===== src/dcs_pkg.sv =====
`timescale 1ns / 1ps
`default_nettype none

package dcs_pkg;

  // phase codes
  localparam logic [1:0] PH_IDLE = 2'd0;
  localparam logic [1:0] PH_MIX  = 2'd1;
  localparam logic [1:0] PH_PUMP = 2'd2;
  localparam logic [1:0] PH_DONE = 2'd3;

  // register indexes
  localparam int CFG_IDX_W = 3;
  localparam logic [CFG_IDX_W-1:0] REG_TDS_THRESHOLD   = 3'd0;
  localparam logic [CFG_IDX_W-1:0] REG_INTERVAL_DAYS   = 3'd1;
  localparam logic [CFG_IDX_W-1:0] REG_START_HOUR      = 3'd2;
  localparam logic [CFG_IDX_W-1:0] REG_PUMP_MINUTES    = 3'd3;
  localparam logic [CFG_IDX_W-1:0] REG_MIX_TIMEOUT_SEC = 3'd4;
  localparam logic [CFG_IDX_W-1:0] REG_PULSE_ON_MS     = 3'd5;
  localparam logic [CFG_IDX_W-1:0] REG_PULSE_OFF_MS    = 3'd6;
  localparam logic [CFG_IDX_W-1:0] REG_STORED_LAST_FED = 3'd7;

  localparam int SEC_PER_DAY = 86400;
  localparam int SEC_PER_MIN = 60;

  localparam int DAY_SPAN_W  = 26;  // 511 days in seconds
  localparam int PUMP_SPAN_W = 17;  // 2047 minutes in seconds

  localparam int IN_DATA_W  = 96;
  localparam int OUT_DATA_W = 40;

  // reset values
  localparam logic [15:0] RST_TDS_THRESHOLD   = 16'd800;
  localparam logic [8:0]  RST_INTERVAL_DAYS   = 9'd7;
  localparam logic [4:0]  RST_START_HOUR      = 5'd7;
  localparam logic [10:0] RST_PUMP_MINUTES    = 11'd5;
  localparam logic [15:0] RST_MIX_TIMEOUT_SEC = 16'd300;
  localparam logic [15:0] RST_PULSE_ON_MS     = 16'd500;
  localparam logic [15:0] RST_PULSE_OFF_MS    = 16'd1000;

  typedef struct packed {
    logic [15:0]            tds_threshold;
    logic [DAY_SPAN_W-1:0]  day_span;       // interval_days * 86400
    logic [4:0]             start_hour;
    logic [PUMP_SPAN_W-1:0] pump_span;      // pump_minutes * 60
    logic [15:0]            mix_timeout_sec;
    logic [15:0]            pulse_on_ms;
    logic [15:0]            pulse_off_ms;
    logic [31:0]            stored_last_fed;
  } cfg_t;

  typedef struct packed {
    logic        force_start;
    logic [15:0] tds_ppm;
    logic [5:0]  minute_now;
    logic [4:0]  hour_now;
    logic [31:0] now_ms;
    logic [31:0] now_sec;
  } in_item_t;

  typedef struct packed {
    logic [31:0] last_fed_time;
    logic        save_strobe;
    logic [1:0]  phase;
    logic        pump_on;
    logic        motor_on;
  } out_item_t;

endpackage

`default_nettype wire


===== src/dcs_cfg_regs.sv =====
`timescale 1ns / 1ps
`default_nettype none

module dcs_cfg_regs
  import dcs_pkg::*;
(
  input  wire logic                 clk,
  input  wire logic                 rst_n,
  input  wire logic                 wr_en,
  input  wire logic [CFG_IDX_W-1:0] wr_index,
  input  wire logic [31:0]          wr_data,
  output cfg_t                      cfg
);

  cfg_t cfg_r;

  // spans in seconds are formed at write time, so the tick path only compares
  always_ff @(posedge clk) begin
    if (!rst_n) begin
      cfg_r.tds_threshold   <= RST_TDS_THRESHOLD;
      cfg_r.day_span        <= DAY_SPAN_W'(RST_INTERVAL_DAYS) * DAY_SPAN_W'(SEC_PER_DAY);
      cfg_r.start_hour      <= RST_START_HOUR;
      cfg_r.pump_span       <= PUMP_SPAN_W'(RST_PUMP_MINUTES) * PUMP_SPAN_W'(SEC_PER_MIN);
      cfg_r.mix_timeout_sec <= RST_MIX_TIMEOUT_SEC;
      cfg_r.pulse_on_ms     <= RST_PULSE_ON_MS;
      cfg_r.pulse_off_ms    <= RST_PULSE_OFF_MS;
      cfg_r.stored_last_fed <= 32'd0;
    end else if (wr_en) begin
      unique case (wr_index)
        REG_TDS_THRESHOLD:   cfg_r.tds_threshold <= wr_data[15:0];
        REG_INTERVAL_DAYS:
          cfg_r.day_span <= DAY_SPAN_W'(wr_data[8:0]) * DAY_SPAN_W'(SEC_PER_DAY);
        REG_START_HOUR:      cfg_r.start_hour <= wr_data[4:0];
        REG_PUMP_MINUTES:
          cfg_r.pump_span <= PUMP_SPAN_W'(wr_data[10:0]) * PUMP_SPAN_W'(SEC_PER_MIN);
        REG_MIX_TIMEOUT_SEC: cfg_r.mix_timeout_sec <= wr_data[15:0];
        REG_PULSE_ON_MS:     cfg_r.pulse_on_ms <= wr_data[15:0];
        REG_PULSE_OFF_MS:    cfg_r.pulse_off_ms <= wr_data[15:0];
        REG_STORED_LAST_FED: cfg_r.stored_last_fed <= wr_data;
        default: ;
      endcase
    end
  end

  assign cfg = cfg_r;

endmodule

`default_nettype wire


===== src/dcs_step.sv =====
`timescale 1ns / 1ps
`default_nettype none

module dcs_step
  import dcs_pkg::*;
(
  input  wire logic     clk,
  input  wire logic     rst_n,
  input  wire logic     step_en,
  input  wire in_item_t item,
  input  wire cfg_t     cfg,
  output out_item_t     result
);

  logic [1:0]  phase_r, phase_nxt;
  logic [31:0] mix_start_r, mix_start_nxt;
  logic [31:0] pump_start_r, pump_start_nxt;
  logic [31:0] pulse_mark_r, pulse_mark_nxt;
  logic        pump_r, pump_nxt;
  logic        motor_r, motor_nxt;
  logic        manual_r, manual_nxt;
  logic [31:0] last_fed_r, last_fed_nxt;
  logic        fed_valid_r;
  logic        save;

  logic [31:0]        fed_base;
  logic [31:0]        age;
  logic signed [32:0] age_s;
  logic signed [32:0] neg_day;
  logic               days_ok;
  logic               start_due;
  logic [31:0]        mix_age;
  logic [31:0]        pump_age;
  logic [31:0]        pulse_age;
  logic [15:0]        pulse_span;

  // first tick after reset picks up the saved time, or the clock if unknown
  always_comb begin
    if (fed_valid_r) fed_base = last_fed_r;
    else if (cfg.stored_last_fed != 32'd0) fed_base = cfg.stored_last_fed;
    else fed_base = item.now_sec;
  end

  // whole days truncate toward zero: zero days covers (-86400, 86400)
  assign age     = item.now_sec - fed_base;
  assign age_s   = {age[31], age};
  assign neg_day = -$signed(33'(SEC_PER_DAY));
  assign days_ok = (cfg.day_span == '0) ? (age_s > neg_day)
                                        : (age_s >= $signed(33'(cfg.day_span)));
  assign start_due = days_ok && (item.hour_now == cfg.start_hour)
                   && (item.minute_now == 6'd0);

  assign mix_age    = item.now_sec - mix_start_r;
  assign pump_age   = item.now_sec - pump_start_r;
  assign pulse_age  = item.now_ms - pulse_mark_r;
  assign pulse_span = pump_r ? cfg.pulse_on_ms : cfg.pulse_off_ms;

  always_comb begin
    phase_nxt      = phase_r;
    mix_start_nxt  = mix_start_r;
    pump_start_nxt = pump_start_r;
    pulse_mark_nxt = pulse_mark_r;
    pump_nxt       = pump_r;
    motor_nxt      = motor_r;
    manual_nxt     = manual_r;
    last_fed_nxt   = fed_base;
    save           = 1'b0;
    if (item.force_start) begin
      // manual start touches nothing but the run flag, the phase and the mix timer
      manual_nxt    = 1'b1;
      phase_nxt     = PH_MIX;
      mix_start_nxt = item.now_sec;
    end else begin
      unique case (phase_r)
        PH_IDLE: begin
          motor_nxt = 1'b0;
          pump_nxt  = 1'b0;
          if (start_due) begin
            mix_start_nxt = item.now_sec;
            phase_nxt     = PH_MIX;
          end
        end
        PH_MIX: begin
          if (item.tds_ppm < cfg.tds_threshold) begin
            motor_nxt = 1'b1;
            if (mix_age > 32'(cfg.mix_timeout_sec)) begin
              motor_nxt = 1'b0;
              phase_nxt = PH_DONE;
            end
          end else begin
            motor_nxt      = 1'b0;
            pump_start_nxt = item.now_sec;
            pulse_mark_nxt = item.now_ms;
            pump_nxt       = 1'b0;
            phase_nxt      = PH_PUMP;
          end
        end
        PH_PUMP: begin
          if (pump_age >= 32'(cfg.pump_span)) begin
            pump_nxt  = 1'b0;
            phase_nxt = PH_DONE;
          end else if (pulse_age >= 32'(pulse_span)) begin
            pulse_mark_nxt = item.now_ms;
            pump_nxt       = !pump_r;
          end
        end
        PH_DONE: begin
          if (!manual_r) begin
            last_fed_nxt = item.now_sec;
            save         = 1'b1;
          end
          manual_nxt = 1'b0;
          phase_nxt  = PH_IDLE;
        end
        default: ;
      endcase
    end
  end

  always_ff @(posedge clk) begin
    if (!rst_n) begin
      phase_r      <= PH_IDLE;
      mix_start_r  <= 32'd0;
      pump_start_r <= 32'd0;
      pulse_mark_r <= 32'd0;
      pump_r       <= 1'b0;
      motor_r      <= 1'b0;
      manual_r     <= 1'b0;
      last_fed_r   <= 32'd0;
      fed_valid_r  <= 1'b0;
    end else if (step_en) begin
      phase_r      <= phase_nxt;
      mix_start_r  <= mix_start_nxt;
      pump_start_r <= pump_start_nxt;
      pulse_mark_r <= pulse_mark_nxt;
      pump_r       <= pump_nxt;
      motor_r      <= motor_nxt;
      manual_r     <= manual_nxt;
      last_fed_r   <= last_fed_nxt;
      fed_valid_r  <= 1'b1;
    end
  end

  assign result.motor_on      = motor_nxt;
  assign result.pump_on       = pump_nxt;
  assign result.phase         = phase_nxt;
  assign result.save_strobe   = save;
  assign result.last_fed_time = last_fed_nxt;

endmodule

`default_nettype wire


===== src/dosing_cycle_sequencer_unit.sv =====
`timescale 1ns / 1ps
`default_nettype none

// Channel | Direction | Handshake          | Payload
// in_     | slave     | in_tvalid/tready   | tick: tdata 96 bits, tuser force_start
// out_    | master    | out_tvalid/tready  | drive levels, phase, save, last fed time
// cfg_    | slave     | cfg_valid/cfg_ready| register index 3 bits, data 32 bits
//
// Each request passes an input register, then next-state logic that writes
// the state and the output register, one request per cycle sustained while
// out_ is not stalled. The output register frees the input side, so
// a new request is taken while a result waits; only a stalled out_ side with
// both registers full drops in_tready. cfg_ready is always high.
// Synchronous active-low reset: phase idle, timers zero, last fed time
// reloaded on the first request after reset.

module dosing_cycle_sequencer_unit
  import dcs_pkg::*;
(
  input  wire logic                  clk,
  input  wire logic                  rst_n,
  // in_tdata: now_sec[31:0], now_ms[63:32], hour_now[68:64],
  //           minute_now[74:69], tds_ppm[90:75], zero [95:91]
  input  wire logic                  in_tvalid,
  output logic                       in_tready,
  input  wire logic [IN_DATA_W-1:0]  in_tdata,
  // in_tuser: force_start[0]
  input  wire logic [0:0]            in_tuser,
  output logic                       out_tvalid,
  input  wire logic                  out_tready,
  // out_tdata: motor_on[0], pump_on[1], phase[3:2], save_strobe[4],
  //            last_fed_time[36:5], zero [39:37]
  output logic [OUT_DATA_W-1:0]      out_tdata,
  input  wire logic                  cfg_valid,
  output logic                       cfg_ready,
  input  wire logic [CFG_IDX_W-1:0]  cfg_index,
  input  wire logic [31:0]           cfg_data
);

  cfg_t      cfg;
  in_item_t  in_r;
  logic      in_valid_r;
  out_item_t step_out;
  out_item_t out_r;
  logic      out_valid_r;
  logic      out_free;
  logic      step_en;

  assign cfg_ready = 1'b1;

  dcs_cfg_regs u_cfg (
    .clk      (clk),
    .rst_n    (rst_n),
    .wr_en    (cfg_valid),
    .wr_index (cfg_index),
    .wr_data  (cfg_data),
    .cfg      (cfg)
  );

  // output register can load when empty or being drained this cycle
  assign out_free  = !out_valid_r || out_tready;
  assign step_en   = in_valid_r && out_free;
  assign in_tready = !in_valid_r || out_free;

  always_ff @(posedge clk) begin
    if (!rst_n) begin
      in_valid_r <= 1'b0;
    end else if (in_tready) begin
      in_valid_r <= in_tvalid;
    end
  end

  always_ff @(posedge clk) begin
    if (in_tvalid && in_tready) begin
      in_r.now_sec     <= in_tdata[31:0];
      in_r.now_ms      <= in_tdata[63:32];
      in_r.hour_now    <= in_tdata[68:64];
      in_r.minute_now  <= in_tdata[74:69];
      in_r.tds_ppm     <= in_tdata[90:75];
      in_r.force_start <= in_tuser[0];
    end
  end

  dcs_step u_step (
    .clk     (clk),
    .rst_n   (rst_n),
    .step_en (step_en),
    .item    (in_r),
    .cfg     (cfg),
    .result  (step_out)
  );

  always_ff @(posedge clk) begin
    if (!rst_n) begin
      out_valid_r <= 1'b0;
    end else if (out_free) begin
      out_valid_r <= in_valid_r;
    end
  end

  always_ff @(posedge clk) begin
    if (step_en) begin
      out_r <= step_out;
    end
  end

  assign out_tvalid = out_valid_r;
  assign out_tdata  = {3'b000, out_r.last_fed_time, out_r.save_strobe, out_r.phase,
                       out_r.pump_on, out_r.motor_on};

  // a feeding is only recorded on the step that returns to idle
  a_save_in_idle: assert property (@(posedge clk) disable iff (!rst_n)
    out_valid_r && out_r.save_strobe |-> out_r.phase == PH_IDLE)
    else $error("save strobe outside idle");

  // the stirrer only runs while mixing
  a_motor_in_mix: assert property (@(posedge clk) disable iff (!rst_n)
    out_valid_r && out_r.motor_on |-> out_r.phase == PH_MIX)
    else $error("motor on outside mixing");

  // input side only stalls when both registers are full and output is blocked
  a_stall_cause: assert property (@(posedge clk) disable iff (!rst_n)
    !in_tready |-> in_valid_r && out_valid_r && !out_tready)
    else $error("input stalled without backpressure");

  // a stepped request always leaves a result behind
  a_step_result: assert property (@(posedge clk) disable iff (!rst_n)
    step_en |=> out_valid_r)
    else $error("step did not produce a result");

endmodule

`default_nettype wire

===== config.mk =====
export PLATFORM = sky130hd
export DESIGN_NAME = dosing_cycle_sequencer_unit
export DESIGN_NICKNAME = d
export VERILOG_FILES = /design/src/dcs_pkg.sv /design/src/dcs_cfg_regs.sv /design/src/dcs_step.sv /design/src/dosing_cycle_sequencer_unit.sv
export SDC_FILE = /design/constraint.sdc
export NUM_CORES = 1
export LEC_CHECK = 0
export ABC_AREA = 0
export ABC_CLOCK_PERIOD_IN_PS = 9760
export BUFFER_PORTS_ARGS = -buffer_cell sky130_fd_sc_hd__buf_2
export CAP_MARGIN = 20
export CORE_MARGIN = 2
export CORE_UTILIZATION = 35
export CTS_CLUSTER_SIZE = 16
export DETAILED_ROUTE_END_ITERATION = 10
export PLACE_DENSITY = 0.53
export SYNTH_ARGS = -nofsm -noshare
export SYNTH_HDL_FRONTEND = slang
export SYNTH_SLANG_ARGS = --single-unit

===== constraint.sdc =====
create_clock -name clk -period 9.76 [get_ports clk]
set_input_delay 1.952 -clock clk [delete_from_list [all_inputs] [get_ports clk]]
set_output_delay 1.952 -clock clk [all_outputs]
set_load 0.05 [all_outputs]

==> results of run 1 <==
[state kept, by name (all words and copies together), names as in the netlist]
name	cells
u_step.mix_start_r	32
out_tvalid	1
u_step.fed_valid_r	1
u_step.manual_r	1
u_step.pump_start_r	32
u_step.pump_r	1
u_cfg.cfg	135
u_step.last_fed_r	32
out_tdata	37
u_step.motor_r	1
u_step.pulse_mark_r	32
u_step.phase_r	2
in_r	92
in_valid_r	1
[area by class of cell]
cell class                 count  area, sq um  share of cell area [%]
multi-input combinational   2439        16150                   52.59
sequential                   400         9300                   30.28
clock buffer                  71         1524                   4.962
tap                         1040         1301                   4.237
inverter                     287         1082                   3.524
timing repair buffer         200         1079                   3.511
clock inverter                18        261.5                  0.8514
antenna                        5        12.51                 0.04074
[worst paths after layout]
path / from / end / slack, ns / cells after the start
setup reg to reg: u_cfg.cfg[26]$_SDFFE_PN0P_ / u_step.mix_start_r[19]$_SDFFE_PN0P_ / 2.15 / 30
hold / removal: u_cfg.cfg[48]$_SDFFE_PN0P_ / u_cfg.cfg[48]$_SDFFE_PN0P_ / 0.45 / 2
hold reg to reg: u_cfg.cfg[48]$_SDFFE_PN0P_ / u_cfg.cfg[48]$_SDFFE_PN0P_ / 0.45 / 2
setup / recovery: u_cfg.cfg[26]$_SDFFE_PN0P_ / u_step.mix_start_r[19]$_SDFFE_PN0P_ / 2.15 / 30
[synth_stat cells, types with 16 or more instances]
cell type  count
o211ai_1      42
a21oi_1      398
mux2i_1       63
o21bai_1      28
inv_1        286
ha_1         274
nor2b_1       37
dfxtp_1      271
nor3_1        42
nor2_1       159
edfxtp_1     129
nand3_1       75
xnor2_1       72
o21ai_0      160
clkbuf_1     129
fa_1          36
a21o_1        84
xor2_1        32
nand4_1       38
o21a_1        21
nand2_1      555
a31oi_1       16
a211oi_1      21
nand2b_1      30
[report_power, final]
part / internal (mW) / switching (mW)
Clock: 1.24 / 0.767
Combinational: 0.550 / 0.878
Sequential: 1.79 / 0.0553
Total: 3.58 / 1.70
[kinds of logic after synthesis]
kind of cell	count (synthesis)	synth area share, %
adders and majority gates	310	15.32
DFF	400	34.33
and+or+nand+nor	1040	17.48
other	2	0.02773
xor gates and xnor gates	104	3.363
muxes	67	2.494
buffers and inverters	437	6.204
AOI/OAI and AO/OA	914	20.78
[routing by layer]
| metal | GRT usage [%] | vias to the layer above | routed length (um) |
|---|---|---|---|
| met5 | 0 | - | 38 |
| met4 | 6.010 | 6 | 2110 |
| met3 | 2.858 | 102 | 4290 |
| met2 | 31.63 | 596 | 36460 |
| met1 | 28.31 | 10910 | 38520 |
| li1 | - | 11730 | - |
[worst max-delay path: cells and delay by family, from the launching register on]
family | cells | cell delay, ns
multiplexers | 1 | 0.20
flip-flops | 1 | 0.33
adder cells (fa/ha/maj) | 2 | 0.54
AO/OA/AOI/OAI | 16 | 3.39
AND/OR/NAND/NOR | 9 | 2.24
buffers and inverters | 2 | 0.68
[stage by stage]
step | cell area [sq um] | utilization, % | power, mW | cells | setup WS, ns
3_3_place_gp | 28910 | 37.50 | 3.298 | 4365 | 2.423
6_report | 30710 | 39.85 | 5.284 | 4460 | 2.146
4_1_cts | 30690 | 39.82 | 5.335 | 4454 | 2.239
5_1_grt | 30710 | 39.85 | 5.587 | 4460 | 1.647
3_5_place_dp | 28910 | 37.50 | 3.297 | 4365 | 2.304
2_1_floorplan | 27090 | - | 2.909 | 3276 | 3.489
==> metrics.md, run 1 <==
| Metric | Value |
|---|---|
| First-pass GRT wire length | 125.4 mm |
| Starting Density | 35.14% |
| WS Path Type | reg -> reg |
| Yosys top cell by area | dfxtp_1 |
| Sequential area share after synthesis | between 30% and 40% |
| Syn Area/Cell | 8.273 sq um |
| Tcrit/Tclk final | just under 80% |
| Slowest-stage cell, CP | a2111oi_0 |
| TritonCTS Buffers | between 40 and 50 |
| Final Hold Violating Endpoints | 0 |
| LEAKAGE | about 12 nW |
| Antenna Nets Post-Route | 0 |
| Max Clock Skew | around 0.027 ns |
| Hold Worst Slack | about 0.45 ns |
| RSZ-0062 raised after global routing | no |
| Top-level I/O count | 180 |
| Final setup viols | 0 |
| Status | completed |
| Max-cap violation count | 0 |
| Overall routing resource usage | approximately 20% |
| CP peak stage delay | around 0.47 ns |
| Peak VDD IR | between 0.1 and 0.15 mV |
| Drt wl/cell | about 18 um |
| Gr ovfl total | 0 |
| Netlist cell types | 94 |
| Clock Sinks | 400 |
| Seq cells post-synth | 400 |
| Count of pins over their slew limit | 0 |
| I/O Buffers | between 150 and 200 |
| H-tree Lvls | 2 |
| Setup TNS | 0 ns |
| WL final | about 80 mm |
| Via/cell ratio | 5.233 |
| Minimum clock period | ~7.6 ns |
| Number of cells produced by synthesis | between 3000 and 4000 |
| Routed vias | about 23000 |
| Top cell by count, worst path | a21o_1 |
| Rel. slew slack | 30.20% |
| Highest-count cells in the layout ignoring fill and taps | nand2_1 (555), a21oi_1 (398), inv_1 (285) |
| Gp weighted congestion | 0.8929 |
| Fillers | ~8000 |
| # DRC | 0 |
| CTS Buffer Depth | 3 |
| Main synth FF type | dfxtp_1 |
| CP startpoint kind | flop |
| Vias in the first global route | ~22000 |
| Detailed placer's ending HPWL | around 60 mm |
| Initial DRT Pass Iterations | 6 |
| CTS resizes | 0 |
| Mapped Area | ~27000 sq um |
| Initial antenna violation count | 8 |
| Die Y | between 200 and 300 um |
| Worst EP arrival | 8.05 ns |
| Largest net degree at the start of global routing | 82 |
| WP data required | just over 10 ns |
| Area growth syn-to-layout | 13.40% |
| Warnings from Yosys | 0 |
| Hold WC Path Type | reg -> reg |
| CTS root buffer | clkbuf_16 |
| Clock slew seen by the registers of the worst setup and hold paths | 0.06 ns |
| Clk_lat worst skew | around 0.60 ns |
| EDFF count, synth | 129 |
| Power Dens Cells | roughly 170 nW/um^2 |
| Core area | slightly below 80000 sq um |
| Fin nets | roughly 3800 |
| Fmax | ~130 MHz |
| Die Area | between 70000 and 80000 sq um |
| CP endpoint kind | flop |
| Top post-synthesis cells by area | dfxtp_1 (20%), edfxtp_1 (14%), ha_1 (13%) |
| CTS tree | built |
| Number of cell rows | ~100 |
| Setup Fix Bufs, Post-CTS | 0 |
| Ys async rst share | 0% |
| CP max FO | 32 |
| CTS hold repair buffers | 0 |
| Die X | 282.2 um |
| Worst Tran Pin Value | 1.034 ns |
| Share of cells above drive strength 1 | between 9 and 10% |
| Most common cell after layout, fill and taps aside | nand2_1 |
| Post-synth top area share | between 20% and 30% |
| Iteration-0 DRC count of the detailed router | 1720 |
(Power assumes the default switching activity.)
==> run 2: changes to the inputs <==
--- a/config.mk
+++ b/config.mk
@@ -5,15 +5,15 @@
 export SDC_FILE = /design/constraint.sdc
 export NUM_CORES = 1
 export LEC_CHECK = 0
-export ABC_AREA = 0
-export ABC_CLOCK_PERIOD_IN_PS = 9760
+export ABC_AREA = 1
+export ABC_CLOCK_PERIOD_IN_PS = 6110
 export BUFFER_PORTS_ARGS = -buffer_cell sky130_fd_sc_hd__buf_2
 export CAP_MARGIN = 20
 export CORE_MARGIN = 2
 export CORE_UTILIZATION = 35
 export CTS_CLUSTER_SIZE = 16
 export DETAILED_ROUTE_END_ITERATION = 10
-export PLACE_DENSITY = 0.53
+export PLACE_DENSITY = 0.55
 export SYNTH_ARGS = -nofsm -noshare
 export SYNTH_HDL_FRONTEND = slang
 export SYNTH_SLANG_ARGS = --single-unit
==> constraint.sdc (replaced) <==
create_clock -name clk -period 6.11 [get_ports clk]
set_input_delay 1.222 -clock clk [delete_from_list [all_inputs] [get_ports clk]]
set_output_delay 1.222 -clock clk [all_outputs]
set_load 0.05 [all_outputs]
==> metrics.md, run 2 <==
| Metric | Value |
|---|---|
| Routed vias | between 20000 and 25000 |
| Synth top cells by count | nand2_1 (623), inv_1 (534), nor2_1 (425) |
| Yosys top cell by area | dfxtp_1 |
| Fin nets | about 4200 |
| CP max FO | 16 |
| Worst Tran Pin Value | 1.148 ns |
| Ys async rst share | 0% |
| Die X | about 280 um |
| Sequential area share after synthesis | ~34% |
| Clock Sinks | 400 |
| Multi-input gate area | around 15000 sq um |
| Post-route cell area | roughly 30000 sq um |
| Setup TNS | 0 ns |
| CTS Buffer Depth | 3 |
| Tcrit/Tclk final | between 80% and 90% |
| Via/cell ratio | around 4.9 |
| Number of cell rows | around 100 |
| Top-level I/O count | between 150 and 200 |
| Core Util, Final | 40.17% |
| Status | completed |
| Hold WC Path Type | reg -> reg |
| Seq pwr share | between 30% and 40% |
| First-pass GRT wire length | 123.7 mm |
| Post-synth top area share | about 20% |
| Fillers | slightly below 8000 |
| WP data required | around 6.6 ns |
| Die Y | about 280 um |
| Seq cells post-synth | 400 |
| Final Hold Violating Endpoints | 0 |
| Antenna Nets Post-Route | 0 |
| Max FFs per register | 135 |
| Die Area | between 70000 and 80000 sq um |
| Sw frac | 35.40% |
| WL final | a little under 80 mm |
| Highest-count cells in the layout ignoring fill and taps | nand2_1 (621), inv_1 (533), nor2_1 (422) |
| WS Path Type | reg -> reg |
| H-tree Lvls | 2 |
| Core area | around 76000 sq um |
| Power Dens Cells | between 200 and 300 nW/um^2 |
| Clk_lat worst skew | 0.60 ns |
| Top post-synthesis cells by area | dfxtp_1 (20%), edfxtp_1 (14%), ha_1 (13%) |
| Iteration-0 DRC count of the detailed router | approximately 1400 |
| # DRC | 0 |
| CTS root buffer | clkbuf_16 |
| LEAKAGE | 14.11 nW |
| TritonCTS Buffers | 47 |
| Vias in the first global route | ~22000 |
| Tot Pwr | 8.052 mW |
| Top cell by count, worst path | nand2_1 |
| Share of cells above drive strength 1 | 9.110% |
| Area growth syn-to-layout | 13.11% |
| Gr ovfl total | 0 |
| EDFF count, synth | 129 |
| Syn Area/Cell | approximately 7.5 sq um |
| RSZ-0062 raised after global routing | no |
| Worst Slack Setup Final | 0.6267 ns |
| CP peak stage delay | roughly 0.33 ns |
| Gp weighted congestion | approximately 0.90 |
| Most common cell after layout, fill and taps aside | nand2_1 |
| Mapped Area | between 20000 and 30000 sq um |
| Starting Density | a little over a third |
| CP endpoint kind | flop |
| Power share of the combinational group | between 20 and 30% |
| CP startpoint kind | flop |
| Max Clock Skew | around 0.034 ns |
| Slowest-stage cell, CP | dfxtp_1 |
| Initial antenna violation count | 1 |
| Count leader, synth | nand2_1 |
| Number of cells produced by synthesis | around 3600 |
| Switching power | around 2.9 mW |
| CTS tree | built |
| Largest net degree at the start of global routing | roughly 150 |
| Seq. cell area | between 9000 and 10000 sq um |
| Initial DRT Pass Iterations | 6 |
| I/O Buffers | 170 |
| Placed inst area | between 20000 and 30000 sq um |
| Count of pins over their slew limit | 0 |
| Overall routing resource usage | slightly below 20% |
| Max-cap violation count | 0 |
| Minimum clock period | approximately 5.5 ns |
| Clock slew seen by the registers of the worst setup and hold paths | around 0.06 ns |
| Pre-CTS setup slack | between 0.4 and 0.5 ns |
| Peak VDD IR | around 0.19 mV |
| Netlist cell types | 55 |
| Worst EP arrival | 5.95 ns |
| Pint | 5.202 mW |
| Rel. slew slack | between 20% and 30% |
| Clock share of power | between 30% and 40% |
| Drt wl/cell | between 15 and 20 um |
| Warnings from Yosys | 0 |
| Fmax | about 180 MHz |
| Main synth FF type | dfxtp_1 |
| Final setup viols | 0 |
| Detailed placer's ending HPWL | 61.13 mm |
[run 2: cell count changes in the layout (fill, tap and decap cells not counted), sizes merged, moves of 29 or more]
cell and change:
a21oi -54, mux2i -48, nor2b -37, xor2 +33, o21ai +166, xnor2 -29
inv +251, nand3 +88, nand2b -30, a21o -73, nand2 +83, nor2 +267
[run 2: cells by family after synthesis]
kind of cell             count (synthesis)  synth area share [%]
adder cells (fa/ha/maj)                310                 15.33
buffers and inverters                  650                 9.344
multiplexers                            15                0.5548
flip-flops                             400                 34.36
XOR/XNOR                               108                 3.495
other                                    2               0.02775
AND/OR/NAND/NOR                       1350                 20.95
AO/OA/AOI/OAI                          796                 15.93
[run 2: worst paths after layout]
check / slack (ns) / cells past startpoint / from / endpoint
min reg2reg: 0.45 / 2 / u_cfg.cfg[53]$_SDFFE_PN1P_ / u_cfg.cfg[53]$_SDFFE_PN1P_
max reg2reg: 0.63 / 42 / u_cfg.cfg[20]$_SDFFE_PN0P_ / u_step.mix_start_r[30]$_SDFFE_PN0P_
min: 0.45 / 2 / u_cfg.cfg[53]$_SDFFE_PN1P_ / u_cfg.cfg[53]$_SDFFE_PN1P_
max: 0.63 / 42 / u_cfg.cfg[20]$_SDFFE_PN0P_ / u_step.mix_start_r[30]$_SDFFE_PN0P_
[run 2: per-stage QoR]
step	hold WS (ns)	cells
global placement	0.4377	4774
floorplan	0.4244	3633
CTS	0.4575	4861
finish	0.4537	4862
global route	0.4733	4861
detailed placement	0.4416	4774
[run 2: power groups by stage]
stage / registers (mW) / clock network [mW] / logic [mW]
floorplan: 3.06 / 0 / 1.69
detailed placement: 3.04 / 0 / 2.40
CTS: 2.98 / 2.75 / 2.41
global route: 2.99 / 2.86 / 2.74
global placement: 3.04 / 0 / 2.38
finish: 2.98 / 2.66 / 2.41
[run 2: layer usage]
layer / track usage [%] / part of all wire, % / up-vias
met5: 0 / 0.014 / -
met4: 4.951 / 2.3 / 2
met3: 2.577 / 4.8 / 96
met2: 32.42 / 45 / 469
met1: 27.61 / 48 / 10770
li1: - / - / 12340
[run 2: what timing repair did]
item	in CTS	in global routing
hold buffers	0	0
buffers inserted	0	0
endpoints found under the setup margin	0	32
resized for setup	0	5
[run 2: area by class of cell]
class / count / share of cell area (%)
clock inverter: 30 / 0.5968
clock buffer: 57 / 4.067
antenna: 1 / 0.008175
tap: 1030 / 4.210
timing repair buffer: 218 / 4.223
multi-input combinational: 2583 / 49.84
sequential: 400 / 30.38
inverter: 543 / 6.675
[run 2: worst max-delay path, delay by kind of cell (launching register included)]
| kind | cells | cell delay (ns) |
|---|---|---|
| compound gates | 4 | 0.64 |
| fa+ha+maj | 2 | 0.56 |
| buf+inv | 6 | 0.65 |
| flops | 1 | 0.33 |
| simple gates | 30 | 3.13 |
